[config.mk]
export PLATFORM = sky130hd
export DESIGN_NAME = header_framed_box_deframer_flat
export DESIGN_NICKNAME = d
export VERILOG_FILES = /design/src/hw/rtl/hfbd_pkg.sv /design/src/hw/rtl/hfbd_byte_if.sv /design/src/hw/rtl/hfbd_box_if.sv /design/src/hw/rtl/header_framed_box_deframer.sv /design/src/hw/rtl/hfbd_parser.sv /design/src/flat_wrapper.sv
export VERILOG_INCLUDE_DIRS = /design/src /design/src/hw/rtl
export SDC_FILE = /design/constraint.sdc
export NUM_CORES = 1
export LEC_CHECK = 0
export ABC_AREA = 1
export BUFFER_PORTS_ARGS = -buffer_cell sky130_fd_sc_hd__buf_2
export CAP_MARGIN = 20
export CORE_MARGIN = 2
export CORE_UTILIZATION = 45
export DETAILED_ROUTE_END_ITERATION = 6
export GPL_ROUTABILITY_DRIVEN = 0
export PLACE_DENSITY_LB_ADDON = 0.2
export SYNTH_ARGS = -nofsm -noshare
export SYNTH_HDL_FRONTEND = slang
export SYNTH_SLANG_ARGS = --single-unit
[constraint.sdc]
create_clock -name i_clk -period 4.9 [get_ports i_clk]
set_input_delay 0.49 -clock i_clk [delete_from_list [all_inputs] [get_ports i_clk]]
set_output_delay 0.49 -clock i_clk [all_outputs]
set_load 0.02 [all_outputs]
[src/hw/rtl/header_framed_box_deframer_assert.svh]
// Assertion macros for the header framed box deframer.
`ifndef HEADER_FRAMED_BOX_DEFRAMER_ASSERT_SVH
`define HEADER_FRAMED_BOX_DEFRAMER_ASSERT_SVH
`ifndef SYNTH
// Clocked assertion, disabled while reset is held.
`define HFBD_ASSERT(lbl, prop, msg) \
    lbl: assert property (@(posedge i_clk) disable iff (!i_rst_n) (prop)) else $error(msg);
// Clocked assertion that also holds during reset.
`define HFBD_ASSERT_ALWAYS(lbl, prop, msg) \
    lbl: assert property (@(posedge i_clk) (prop)) else $error(msg);
`else
`define HFBD_ASSERT(lbl, prop, msg)
`define HFBD_ASSERT_ALWAYS(lbl, prop, msg)
`endif
`endif

[src/hw/rtl/hfbd_pkg.sv]
// Types and constants shared by the header framed box deframer.
package hfbd_pkg;

    localparam int FRAME_MAX_BYTES = 10;
    localparam int CNT_W           = $clog2(FRAME_MAX_BYTES + 1);
    localparam int BOX_MIN_BYTES   = 5;
    localparam int TAP_DEPTH       = 5;

    typedef logic [7:0]       t_byte;
    typedef logic [CNT_W-1:0] t_count;

    typedef enum logic [1:0] {
        PH_IDLE   = 2'd0,
        PH_HDR1   = 2'd1,
        PH_DATA   = 2'd2,
        PH_CLOSED = 2'd3
    } t_phase;

    typedef enum logic [1:0] {
        CFG_FIRST_HEADER  = 2'd0,
        CFG_SECOND_HEADER = 2'd1,
        CFG_END_MARKER    = 2'd2,
        CFG_UNUSED        = 2'd3
    } t_cfg_idx;

    typedef struct packed {
        t_byte first_header;
        t_byte second_header;
        t_byte end_marker;
    } t_cfg;

    typedef struct packed {
        t_byte box_height;
        t_byte box_width;
        t_byte box_y;
        t_byte box_x;
    } t_box;

    typedef struct packed {
        t_phase phase;
        t_count count;
    } t_stat;

endpackage

[src/hw/rtl/hfbd_byte_if.sv]
// Valid/ready channel carrying one received byte per word.
interface hfbd_byte_if;
    logic       valid;
    logic       ready;
    logic [7:0] rx_byte;

    modport source (output valid, output rx_byte, input ready);
    modport sink   (input valid, input rx_byte, output ready);
endinterface

[src/hw/rtl/hfbd_box_if.sv]
// Valid/ready channel carrying one decoded box per word.
interface hfbd_box_if;
    logic       valid;
    logic       ready;
    logic [7:0] box_x;
    logic [7:0] box_y;
    logic [7:0] box_width;
    logic [7:0] box_height;

    modport source (output valid, output box_x, output box_y, output box_width,
                    output box_height, input ready);
    modport sink   (input valid, input box_x, input box_y, input box_width,
                    input box_height, output ready);
endinterface

[src/hw/rtl/header_framed_box_deframer.sv]
// Header framed box deframer: one received byte per word in, one box per frame out.
// A box appears on the output in the cycle after the confirming byte is accepted.
// Throughput: one byte per cycle; input stalls only while a frame is closed and the
// previous box still waits on the output.
// Reset: synchronous active-low; registers return to 0x2C, 0x12, 0x5B, parser to idle,
// output empty. No clearing pass is needed.
module header_framed_box_deframer (
    input  logic       i_clk,
    input  logic       i_rst_n,
    input  logic       i_cfg_we,
    input  logic [1:0] i_cfg_idx,
    input  logic [7:0] i_cfg_data,
    hfbd_byte_if.sink  i_rx,
    hfbd_box_if.source o_box
);
    import hfbd_pkg::*;

`include "header_framed_box_deframer_assert.svh"

    t_cfg  r_cfg;
    logic  r_out_valid, n_out_valid;
    t_box  r_out_box;
    logic  in_acc;
    logic  emit;
    t_box  box;
    t_stat stat;

    // Configuration registers; writes beyond the list are dropped.
    always_ff @(posedge i_clk) begin
        if (!i_rst_n) begin
            r_cfg.first_header  <= 8'h2C;
            r_cfg.second_header <= 8'h12;
            r_cfg.end_marker    <= 8'h5B;
        end else if (i_cfg_we) begin
            unique case (t_cfg_idx'(i_cfg_idx))
                CFG_FIRST_HEADER:  r_cfg.first_header  <= i_cfg_data;
                CFG_SECOND_HEADER: r_cfg.second_header <= i_cfg_data;
                CFG_END_MARKER:    r_cfg.end_marker    <= i_cfg_data;
                default: ;
            endcase
        end
    end

    // Only the confirming byte can produce a box, so hold the input only when
    // the frame is closed and the output slot is still occupied.
    assign i_rx.ready = !((stat.phase == PH_CLOSED) && r_out_valid && !o_box.ready);
    assign in_acc     = i_rx.valid && i_rx.ready;

    hfbd_parser u_parser (
        .i_clk   (i_clk),
        .i_rst_n (i_rst_n),
        .i_acc   (in_acc),
        .i_byte  (i_rx.rx_byte),
        .i_cfg   (r_cfg),
        .o_emit  (emit),
        .o_box   (box),
        .o_stat  (stat)
    );

    // Output register: load on emit, drop once taken.
    always_comb begin
        n_out_valid = r_out_valid;
        if (emit) begin
            n_out_valid = 1'b1;
        end else if (o_box.ready) begin
            n_out_valid = 1'b0;
        end
    end

    always_ff @(posedge i_clk) begin
        if (!i_rst_n) begin
            r_out_valid <= 1'b0;
        end else begin
            r_out_valid <= n_out_valid;
        end
    end

    always_ff @(posedge i_clk) begin
        if (emit) begin
            r_out_box <= box;
        end
    end

    assign o_box.valid      = r_out_valid;
    assign o_box.box_x      = r_out_box.box_x;
    assign o_box.box_y      = r_out_box.box_y;
    assign o_box.box_width  = r_out_box.box_width;
    assign o_box.box_height = r_out_box.box_height;

    `HFBD_ASSERT(a_rise_after_confirm, $rose(r_out_valid) |-> $past(in_acc && (stat.phase == PH_CLOSED)), "box appeared without a confirming byte")
    `HFBD_ASSERT(a_closed_has_box, (stat.phase == PH_CLOSED) |-> (stat.count >= t_count'(BOX_MIN_BYTES)), "frame closed with too few bytes")
    `HFBD_ASSERT(a_idle_empty, (stat.phase == PH_IDLE) |-> (stat.count == '0), "idle parser holds bytes")

endmodule

[src/hw/rtl/hfbd_parser.sv]
// Frame parser: phase machine, byte count and the last five stored bytes.
module hfbd_parser (
    input  logic          i_clk,
    input  logic          i_rst_n,
    input  logic          i_acc,
    input  logic [7:0]    i_byte,
    input  hfbd_pkg::t_cfg  i_cfg,
    output logic          o_emit,
    output hfbd_pkg::t_box  o_box,
    output hfbd_pkg::t_stat o_stat
);
    import hfbd_pkg::*;

    t_phase r_phase, n_phase;
    t_count r_count, n_count;
    t_byte  r_tap [TAP_DEPTH];
    logic   shift_en;
    t_count cnt_inc;
    logic   close_frame;
    logic   frame_short;

    assign cnt_inc     = r_count + t_count'(1);
    assign close_frame = (cnt_inc >= t_count'(FRAME_MAX_BYTES)) || (i_byte == i_cfg.end_marker);
    assign frame_short = cnt_inc < t_count'(BOX_MIN_BYTES);

    // Next phase.
    always_comb begin
        n_phase = r_phase;
        if (i_acc) begin
            unique case (r_phase)
                PH_IDLE:   n_phase = (i_byte == i_cfg.first_header) ? PH_HDR1 : PH_IDLE;
                PH_HDR1:   n_phase = (i_byte == i_cfg.second_header) ? PH_DATA : PH_IDLE;
                PH_DATA: begin
                    if (close_frame) begin
                        n_phase = frame_short ? PH_IDLE : PH_CLOSED;
                    end
                end
                PH_CLOSED: n_phase = PH_IDLE;
                default:   n_phase = PH_IDLE;
            endcase
        end
    end

    // Count, store and emit.
    always_comb begin
        n_count  = r_count;
        shift_en = 1'b0;
        o_emit   = 1'b0;
        if (i_acc) begin
            unique case (r_phase)
                PH_IDLE: begin
                    shift_en = (i_byte == i_cfg.first_header);
                    n_count  = shift_en ? cnt_inc : '0;
                end
                PH_HDR1: begin
                    shift_en = (i_byte == i_cfg.second_header);
                    n_count  = shift_en ? cnt_inc : '0;
                end
                PH_DATA: begin
                    shift_en = 1'b1;
                    n_count  = (close_frame && frame_short) ? '0 : cnt_inc;
                end
                PH_CLOSED: begin
                    // Tap 0 holds the last stored byte of the closed frame.
                    o_emit  = (r_tap[0] == i_cfg.end_marker);
                    n_count = '0;
                end
                default: n_count = '0;
            endcase
        end
    end

    always_ff @(posedge i_clk) begin
        if (!i_rst_n) begin
            r_phase <= PH_IDLE;
            r_count <= '0;
        end else begin
            r_phase <= n_phase;
            r_count <= n_count;
        end
    end

    // Newest byte in tap 0; older ones move up.
    always_ff @(posedge i_clk) begin
        if (shift_en) begin
            r_tap[0] <= i_byte;
            for (int i = 1; i < TAP_DEPTH; i++) begin
                r_tap[i] <= r_tap[i-1];
            end
        end
    end

    assign o_box.box_x      = r_tap[4];
    assign o_box.box_y      = r_tap[3];
    assign o_box.box_width  = r_tap[2];
    assign o_box.box_height = r_tap[1];

    assign o_stat.phase = r_phase;
    assign o_stat.count = r_count;

endmodule

[src/flat_wrapper.sv]
// flat-port wrapper written by rule: the top's interface ports become plain ports
module header_framed_box_deframer_flat import hfbd_pkg::*;
  (i_clk, i_rst_n, i_cfg_we, i_cfg_idx, i_cfg_data, i_rx_valid, i_rx_rx_byte, i_rx_ready, o_box_valid, o_box_box_x, o_box_box_y, o_box_box_width, o_box_box_height, o_box_ready);
  hfbd_byte_if i_rx_i ();
  hfbd_box_if o_box_i ();
  input  logic i_clk;
  input  logic i_rst_n;
  input  logic i_cfg_we;
  input  logic [1:0] i_cfg_idx;
  input  logic [7:0] i_cfg_data;
  input wire logic [$bits(i_rx_i.valid)-1:0] i_rx_valid;
  input wire logic [$bits(i_rx_i.rx_byte)-1:0] i_rx_rx_byte;
  output wire logic [$bits(i_rx_i.ready)-1:0] i_rx_ready;
  output wire logic [$bits(o_box_i.valid)-1:0] o_box_valid;
  output wire logic [$bits(o_box_i.box_x)-1:0] o_box_box_x;
  output wire logic [$bits(o_box_i.box_y)-1:0] o_box_box_y;
  output wire logic [$bits(o_box_i.box_width)-1:0] o_box_box_width;
  output wire logic [$bits(o_box_i.box_height)-1:0] o_box_box_height;
  input wire logic [$bits(o_box_i.ready)-1:0] o_box_ready;
  assign i_rx_i.valid = i_rx_valid;
  assign i_rx_i.rx_byte = i_rx_rx_byte;
  assign i_rx_ready = i_rx_i.ready;
  assign o_box_valid = o_box_i.valid;
  assign o_box_box_x = o_box_i.box_x;
  assign o_box_box_y = o_box_i.box_y;
  assign o_box_box_width = o_box_i.box_width;
  assign o_box_box_height = o_box_i.box_height;
  assign o_box_i.ready = o_box_ready;
  header_framed_box_deframer u_core (.i_clk(i_clk), .i_rst_n(i_rst_n), .i_cfg_we(i_cfg_we), .i_cfg_idx(i_cfg_idx), .i_cfg_data(i_cfg_data), .i_rx(i_rx_i), .o_box(o_box_i));
endmodule
# Yosys cells after proc, flatten, opt, wreduce, memory -nomap -nowiden
# Memory sizes are Yosys's and may differ from the RTL's. A register that Yosys moved wholly into a read port is not among the register bits.
# Cells that the tools add are included.
word_totals:
  ramBits: 40
  reg_bits: 55
  output_inout_bits: 34
  word_cells: 54
  in_bits: 23
  memories: 1
classes:
  n_reduce_logical: 14
  n_eq_ne: 10
  mux: 17
  addsub: 1
  n_lt_le_gt_ge: 2
mem_list:
  columns: ["name", "depth", "word_bits", "rd", "rd_ports_with_merged_regs", "wr", "line", "rtl"]
  rows:
  - ["u_core.u_parser.r_tap", 5, 8, 5, 1, 5, "hfbd_parser.sv:16", "t_byte r_tap [TAP_DEPTH];"]
op_table:
  columns: ["cell", "n"]
  rows:
  - ["$eq A8 B8 Y1", 4]
  - ["$pmux W4 S4", 1]
  - ["$mux W4", 3]
  - ["$mux W1", 8]
  - ["$pmux W2 S4", 1]
  - ["$reduce_and A2 Y1", 4]
  - ["$eq A2 B2 Y1 const B", 3]
  - ["$mux W2", 3]
  - ["$add A4 B1 Y4 const B", 1]
  - ["$eq A2 B1 Y1 const B", 2]
  - ["$ge A4 B4 Y1 const B", 1]
  - ["$logic_and A1 B1 Y1", 4]
  - ["$logic_not A2 Y1", 2]
  - ["$lt A4 B3 Y1 const B", 1]
  - ["$pmux W1 S3", 1]
  - ["$logic_not A1 Y1", 2]
  - ["$ne A2 B2 Y1 const B", 1]
  - ["$reduce_bool A2 Y1", 1]
  - ["$logic_or A1 B1 Y1", 1]

# Depth between registers and ports, before layout
# Gate-level depths: netlist of the first run.
depth:
  depth_word: 8
  ltp_mapped: 12

# Hierarchy
# A second synthesis of the first run with hierarchy kept.
unflattened:
  cells_unflattened: 411
  hier_area_um2: 4369.2
modules_own_cells:
  columns: ["mod", "cells_each", "seq_area_each_um2", "instances", "area_each_um2"]
  rows:
  - ["hfbd_parser", 234, 1321.3, 1, 2333.5]
  - ["header_framed_box_deframer", 177, 1461.4, 1, 2035.7]

# Worst setup path before layout of the first run
# OpenSTA, ideal clock, no wires.
synth_timing:
  path_type: "input-to-reg"
  from: "input i_rx_rx_byte[1]"
  to: "memory u_core.u_parser.r_tap[0][0] (netlist name) (enable)"
  arrival_ns: 1.877
  path_slack_ns: 2.629
  t_required_ns: 4.505
  stages: 8
  setup_ns: 0.395
  path_cell_list: "inv_1 or2_1 nand3_1 nor2_1 nand3b_1 nand3b_1 nand2_1 inv_1"
synth_lines:
  columns: ["element", "line", "rtl"]
  rows:
  - ["start: declaration", "flat_wrapper.sv:12", "input wire logic [$bits(i_rx_i.rx_byte)-1:0] i_rx_rx_byte;"]
  - ["end: declaration", "hfbd_parser.sv:16", null]

# Worst setup path in the final report of the first run
layout_timing:
  from: "register u_core.u_parser.r_phase[0]"
  to: "register, netlist name u_core.o_box.box_height[4]"
layout_between:
  elab_chain_len: 6
  elab_cells_between_ends: 7
layout_lines:
  columns: ["element", "line", "rtl"]
  rows:
  - ["start: declaration", "hfbd_parser.sv:14", "t_phase r_phase, n_phase;"]
  - ["start signal: assignment", "hfbd_parser.sv:78", "r_phase <= n_phase;"]
  - ["$eq A2 B2 Y1 (*)", "header_framed_box_deframer.sv:46, hfbd_parser.sv:50", null]
  - ["$logic_and A1 B1 Y1 (2 in series)", "header_framed_box_deframer.sv:46", "assign i_rx.ready = !((stat.phase == PH_CLOSED) && r_out_valid && !o_box.ready);"]
  - ["$logic_not A1 Y1", "header_framed_box_deframer.sv:46", null]
  - ["$logic_and A1 B1 Y1", "header_framed_box_deframer.sv:47", "assign in_acc = i_rx.valid && i_rx.ready;"]
  - ["$mux W1 (*)", "hfbd_parser.sv:49", "if (i_acc) begin"]
  - ["via u_core.emit", "header_framed_box_deframer.sv:24", "logic emit;"]
# The timed path passes the listed nets; every way through them passes the cells marked *.
# A chain may end at the register's enable or synchronous reset.

==> metrics, run 1 <==
reg2reg path depth 6; Post-Synth Adder-Cell Area 0.00642; die area roughly 9400 um^2; crit path kind reg -> reg; worst vdd ir 0.000148 V; CTS Sinks approximately 100; crit path DAT slightly below 2000 ps; Tightest Pin Transition 511 ps; CTS Hold Bufs 0; clock tree from TritonCTS yes; Die Ht between 90 and 100 um; HP Class in -> reg; dpl hpwl 4740 um; power per cell area roughly 340 nW/um^2; net load switching power between 300 and 400 uW; final wirelength 6730 um; Final Critical Period 1960 ps; hold wc startpoint i_rx_rx_byte[1]; maximum number of pins on one net before global-route repair 41; Cell Int Power 1.18 mW; routed len/inst 13.2 um; post-synthesis mux area share 0; initial antenna violation count 0; max-slew violations 0; simple-gate share of the synthesized area 0.144; fin area between 4000 and 5000 um^2; #FFs+latches synth between 100 and 150; Die W 97.0 um; Pleak roughly 1.8 nW; Post-Synthesis Cells between 300 and 400; P&R area growth vs syn 15.4%; DRC Markers 0; ANT nets after route 0; post-CTS setup buffer count 0; R2R Setup Slk ~2900 ps; count of final setup violators 0; Pre-antenna DRT Iters 4; CTS root buffer clkbuf_8; post-cts sizing count 0; f_max between 500 and 600 MHz; logic gate share of total power 0.057; first-pass GRT wire length 11100 um; Hold Fails Final Rpt 0; vias in the first global route around 2300; Period Utilization, post-route 0.401; Reg power frac 0.621; IO buf count 56; Synth cell types 29; Ports 57; Syn Area/Cell 11.7 um^2; via count roughly 2500; status complete, no violations; Layout fillers approximately 750; Slew Limit Headroom 0.657; DRT iter0 DRCs 142; Setup TNS 0 ps; clock network power share 0.322; CP startpoint kind register; DR top layer met4; Sw Share 0.239; worst hold path cell count 1; Worst Path Required around 4900 ps; Worst Hold Path EP u_core.u_parser.r_tap[0][1]; antenna diode count 0; Critical Path Sink Type register; Critical Path Fanout Max 32; routed wl met2 3110 um; cell row count 33; largest family of logic cells by synthesized area simple AND/OR/NAND/NOR gates; Synth Cell Area 3890 um^2; share of cells above drive strength 1 0.208; Worst-path clk slew approximately 100 ps; Num CTS Buffers 9; Yosys warnings 0; total track usage 0.151; CTS Buffer Depth 2; post-synthesis xor/xnor area fraction 0.0382; FF-to-FF End u_core.o_box.box_height[4]; clock latency on the worst-skew pair approximately 370 ps; Final Net Count between 400 and 500; H-tree levels 3; compound-cell area share of the yosys netlist 0.0569; WL met3 between 300 and 400 um; initial core utilization 0.469; RSZ-0062 raised after global routing no; total gr overflow 0; sequential area share after synthesis 0.714; max cap viols 0; met1 wire length about 3100 um; syn nets between 300 and 400; Fin Clk Skew 12.3 ps; Avg Vias per Cell just under 5; post-placement cell area between 4000 and 5000 um^2; CORE AREA around 8300 um^2; Reg-to-Reg Start u_core.u_parser.r_phase[0]
sequential cells by signal, indices dropped and copies added (netlist names):
name,flops
u_core.o_box.box_width,8
u_core.o_box.box_y,8
u_core.o_box.box_height,8
u_core.o_box.box_x,8
u_core.r_cfg,24
u_core.o_box.valid,1
u_core.u_parser.r_count,4
u_core.u_parser.r_tap,40
u_core.u_parser.r_phase,2
kinds of logic (layout without fill, tap and decap cells):
family / Yosys count / in the layout
compound gates: 39 / 39
xor+xnor: 17 / 17
fa+ha+maj: 2 / 2
buf+inv: 42 / 113
flops: 103 / 103
simple gates: 129 / 129
per-stage QoR:
| stage | hold WS (ps) | setup WS, ps | instances | total power [mW] | utilization |
|---|---|---|---|---|---|
| after floorplan | 400 | 2630 | 332 | 1.04 | - |
| after global placement | 401 | 2680 | 492 | 1.07 | 0.519 |
| after detailed placement | 405 | 2640 | 492 | 1.07 | 0.519 |
| after CTS | 344 | 2870 | 508 | 1.56 | 0.542 |
| after global routing | 343 | 2750 | 508 | 1.61 | 0.542 |
| final | 357 | 2940 | 508 | 1.55 | 0.542 |
cells in the final DEF, fill, tap and decap left out, types with 3 or more instances in the layout:
cell type,instances
a21oi_1,13
buf_2,56
clkbuf_8,9
dfxtp_1,31
edfxtp_1,72
inv_1,35
inv_2,4
nand2_1,72
nand3_1,14
nand3b_1,3
nand4_1,3
nor2_1,28
o211ai_1,6
o21ai_0,16
xnor2_1,11
xor2_1,6
layout make-up:
class                           instances  area (um^2)  area share
Sequential cell                       103         2780       0.619
Tap cell                              105          131      0.0292
Timing Repair Buffer                   58          295      0.0657
Clock buffer                            9          124      0.0276
Inverter                               39          146      0.0326
Multi-Input combinational cell        187          955       0.212
Clock inverter                          7         61.3      0.0136
power by group through the flow:
stage / Combinational (mW) / Clock [mW] / Sequential (mW)
after floorplan: 0.0585 / 0 / 0.977
after global placement: 0.0884 / 0 / 0.979
after detailed placement: 0.0892 / 0 / 0.980
after CTS: 0.0896 / 0.513 / 0.960
after global routing: 0.101 / 0.550 / 0.963
final: 0.0885 / 0.497 / 0.960
worst max path at each step:
stage	startpoint	to	slack, ps	depth (start not counted)
floorplan	i_rx_rx_byte[1]	u_core.u_parser.r_tap[0][0]	2630	8
global placement	i_rx_rx_byte[0]	u_core.u_parser.r_tap[4][7]	2680	9
detailed placement	i_rx_rx_byte[0]	u_core.u_parser.r_tap[4][7]	2640	9
CTS	u_core.u_parser.r_tap[0][5]	u_core.o_box.box_width[4]	2870	6
global route	u_core.u_parser.r_phase[0]	u_core.o_box.box_height[4]	2750	6
finish	u_core.u_parser.r_phase[0]	u_core.o_box.box_height[4]	2940	6
synth_stat cells:
library cell   n  area share
dfxtp_1       31        0.16
nor2_2         1      0.0016
nand4_1        3      0.0048
or2_1          1      0.0016
or2_2          1      0.0016
xnor2_1       11       0.025
nand3_1       14       0.018
nor3_1         1      0.0013
o2bb2ai_1      1      0.0022
inv_2          4      0.0039
inv_1         35       0.034
nor2_1        28       0.027
nand3b_1       3      0.0058
a21oi_2        1      0.0022
ha_1           2      0.0064
nand2_2        1      0.0016
o22ai_1        1      0.0016
nor3_2         1      0.0026
edfxtp_1      72        0.56
nand2_1       72       0.069
nor3_4         1      0.0042
o211ai_1       6       0.012
xor2_1         6       0.013
nor4_1         1      0.0016
clkbuf_1       3      0.0029
a21oi_1       13       0.017
nand3_2        1      0.0026
a211oi_1       1      0.0019
o21ai_0       16       0.021
critical path, stage by stage (launching register included):
cell,delay [ps]
dfxtp_1,390
nand4_1,150
nand2_2,150
a211oi_1,290
nand3_1,180
inv_1,90
buf_4,360
metal layers:
layer,track usage,vias to the layer above
met4,0.0704,0
met3,0.0397,10
li1,-,1249
met1,0.202,1125
met2,0.230,71
met5,0,-
No activity file was read; power rests on OpenSTA's default activity.
==> run 2, diff against run 1 <==
Clock period 4.9 ns to 2 ns, I/O delays scaled along.
==> run 2 against run 1 <==
Compared with the run above:
- core utilization rose by 0.66 points
- design area increased by 1.2%
- maximum frequency up 7.4%
- die area unchanged
- largest cell class unchanged
- critical path depth did not move
- cell count increased by 0.59%
- worst hold slack lost 290 ps
- clock power rose by 140%
- clock skew down 2.7 ps
- sequential share of layout area is 0.69 points lower
- register-to-register slack got worse by 2800 ps
==> metrics, run 2 (synthesized netlist as in run 1, its figures left out) <==
Hold Fails Final Rpt 0 (unchanged); Avg Vias per Cell 4.85 (was 4.83); Period Utilization, post-route 0.914 (was 0.401); Reg-to-Reg Start u_core.u_parser.r_tap[0][5] (was u_core.u_parser.r_phase[0]); via count 2480 (was 2455); slowest cell on the critical path edfxtp_1 (was dfxtp_1); status complete, no violations (unchanged); delay-heaviest family, CP simple AND/OR/NAND/NOR gates (unchanged); Pre-antenna DRT Iters 4 (unchanged); die area 9420 um^2 (unchanged); Pleak 1.79 nW (was 1.80 nW); CP dominant cell by count nand3_1; most frequent cells in the layout nand2_1 (72), edfxtp_1 (72), buf_2 (56), inv_1 (33), dfxtp_1 (29) (was nand2_1 (72), edfxtp_1 (72), buf_2 (56), inv_1 (35), dfxtp_1 (31)); Die Ht 97.0 um (unchanged); Setup TNS 0 ps (unchanged); Ports 57 (unchanged); antenna diode count 0 (unchanged); CTS Hold Bufs 0 (unchanged); largest register by flop count u_core.u_parser.r_tap (unchanged); max cap viols 0 (unchanged); vias in the first global route 2272 (was 2305); max-slew violations 0 (unchanged); Die W 97.0 um (unchanged); hold wc startpoint i_rx_rx_byte[1] (unchanged); maximum number of pins on one net before global-route repair 33 (was 41); initial antenna violation count 0 (unchanged); crit path kind reg -> reg (unchanged); Critical Path Fanout Max 32 (unchanged); Post-Place Setup Slack 130 ps (was 2640 ps); first-pass GRT wire length 11100 um (about the same); CTS Buffer Depth 2 (unchanged); Fin Clk Skew 9.59 ps (was 12.3 ps); Worst path max stage delay 420 ps (was 390 ps); crit-path cells nand2_1, nand3_1, nor4_1, nand3_1, clkinvlp_4, buf_12 (was nand4_1, nand2_2, a211oi_1, nand3_1, inv_1, buf_4); count of final setup violators 0 (unchanged); routed len/inst 13.3 um (was 13.2 um); Final Critical Period 1830 ps (was 1960 ps); IO buf count 56 (unchanged); f_max 547 MHz (was 509 MHz); total gr overflow 0 (unchanged); final wirelength 6790 um (was 6730 um); Num CTS Buffers 9 (unchanged); H-tree levels 3 (unchanged); clock latency on the worst-skew pair 370 ps (about the same); worst vdd ir 0.000343 V (was 0.000148 V); CTS root buffer clkbuf_8 (unchanged); CP startpoint kind register (unchanged); total track usage 0.151 (about the same); CORE AREA 8300 um^2 (unchanged); Final WS setup 171 ps (was 2940 ps); Slew Limit Headroom 0.689 (was 0.657); RSZ-0062 raised after global routing no (unchanged); total buffers and inverters traversed by the critical path 2 (unchanged); CTS Sinks 103 (unchanged); DRT iter0 DRCs 133 (was 142); Worst-path clk slew 100 ps (about the same); Final Net Count 426 (was 423); DRC Markers 0 (unchanged); dpl hpwl 4790 um (was 4740 um); Layout fillers 737 (was 746); HP Class in -> reg (unchanged); crit path DAT 1890 ps (was 1990 ps); cell row count 33 (unchanged); Tightest Pin Transition 465 ps (was 511 ps); Worst Path Required 2060 ps (was 4920 ps); Critical Path Sink Type register (unchanged); P&R area growth vs syn 16.8% (was 15.4%); share of cells above drive strength 1 0.227 (was 0.208); power per cell area 826 nW/um^2 (was 344 nW/um^2); clock tree from TritonCTS yes (unchanged); initial core utilization 0.469 (unchanged); Critical Path Source u_core.u_parser.r_tap[0][5] (was u_core.u_parser.r_phase[0]); registers with the most flip-flops u_core.u_parser.r_tap (40), u_core.r_cfg (24) (unchanged); ANT nets after route 0 (unchanged); max FFs per register 40 (unchanged)
==> run 2: layout make-up <==
class / count / area [um^2] / area share
clock buffer: 9 / 124 / 0.0272
multi-input combinational: 187 / 960 / 0.211
inverter: 39 / 154 / 0.0338
clock inverter: 7 / 53.8 / 0.0118
timing repair buffer: 61 / 343 / 0.0753
sequential: 103 / 2790 / 0.612
tap: 105 / 131 / 0.0289
==> run 2: worst paths after layout <==
check                           slack [ps]                          end  cells after the start
worst max-delay path                   170   u_core.o_box.box_height[2]                      6
worst min register to register         430        u_core.o_box.box_x[0]                      0
worst min-delay path                    60  u_core.u_parser.r_tap[0][1]                      1
worst max register to register         170   u_core.o_box.box_height[2]                      6
==> run 2: metal layers <==
metal	share of wire	global-route usage	vias up
li1	-	-	1255
met4	0.015	0.0563	0
met2	0.47	0.232	87
met1	0.45	0.201	1129
met3	0.071	0.0506	9
met5	0	0	-
==> run 2: worst reg2reg max path: stages, from the launching register on <==
cell and delay (ps):
edfxtp_1 420, nand2_1 110, nand3_1 70, nor4_1 340, nand3_1 240, clkinvlp_4 150
buf_12 200
==> run 2: stage by stage <==
step                      cell area [um^2]  power, mW  std cells  utilization  hold WS, ps
final                                 4550       3.76        511        0.548         63.2
after floorplan                       3900       2.54        332            -          299
after global routing                  4550       3.93        511        0.548         42.8
after global placement                4360       2.62        494        0.525          401
after detailed placement              4360       2.63        494        0.525          405
after CTS                             4540       3.81        510        0.547         52.9
==> run 2: where the power goes <==
| part | switching [mW] | internal, mW | leakage, nW |
|---|---|---|---|
| logic | 0.139 | 0.0860 | 0.797 |
| registers | 0.0312 | 2.32 | 0.907 |
| clock network | 0.715 | 0.466 | 0.0896 |
| total | 0.886 | 2.87 | 1.79 |
==> run 2: what timing repair did <==
item | 4_1_cts | 5_1_grt
endpoints found under the setup margin | 0 | 52
resized for setup | 0 | 2
buffers inserted | 0 | 1
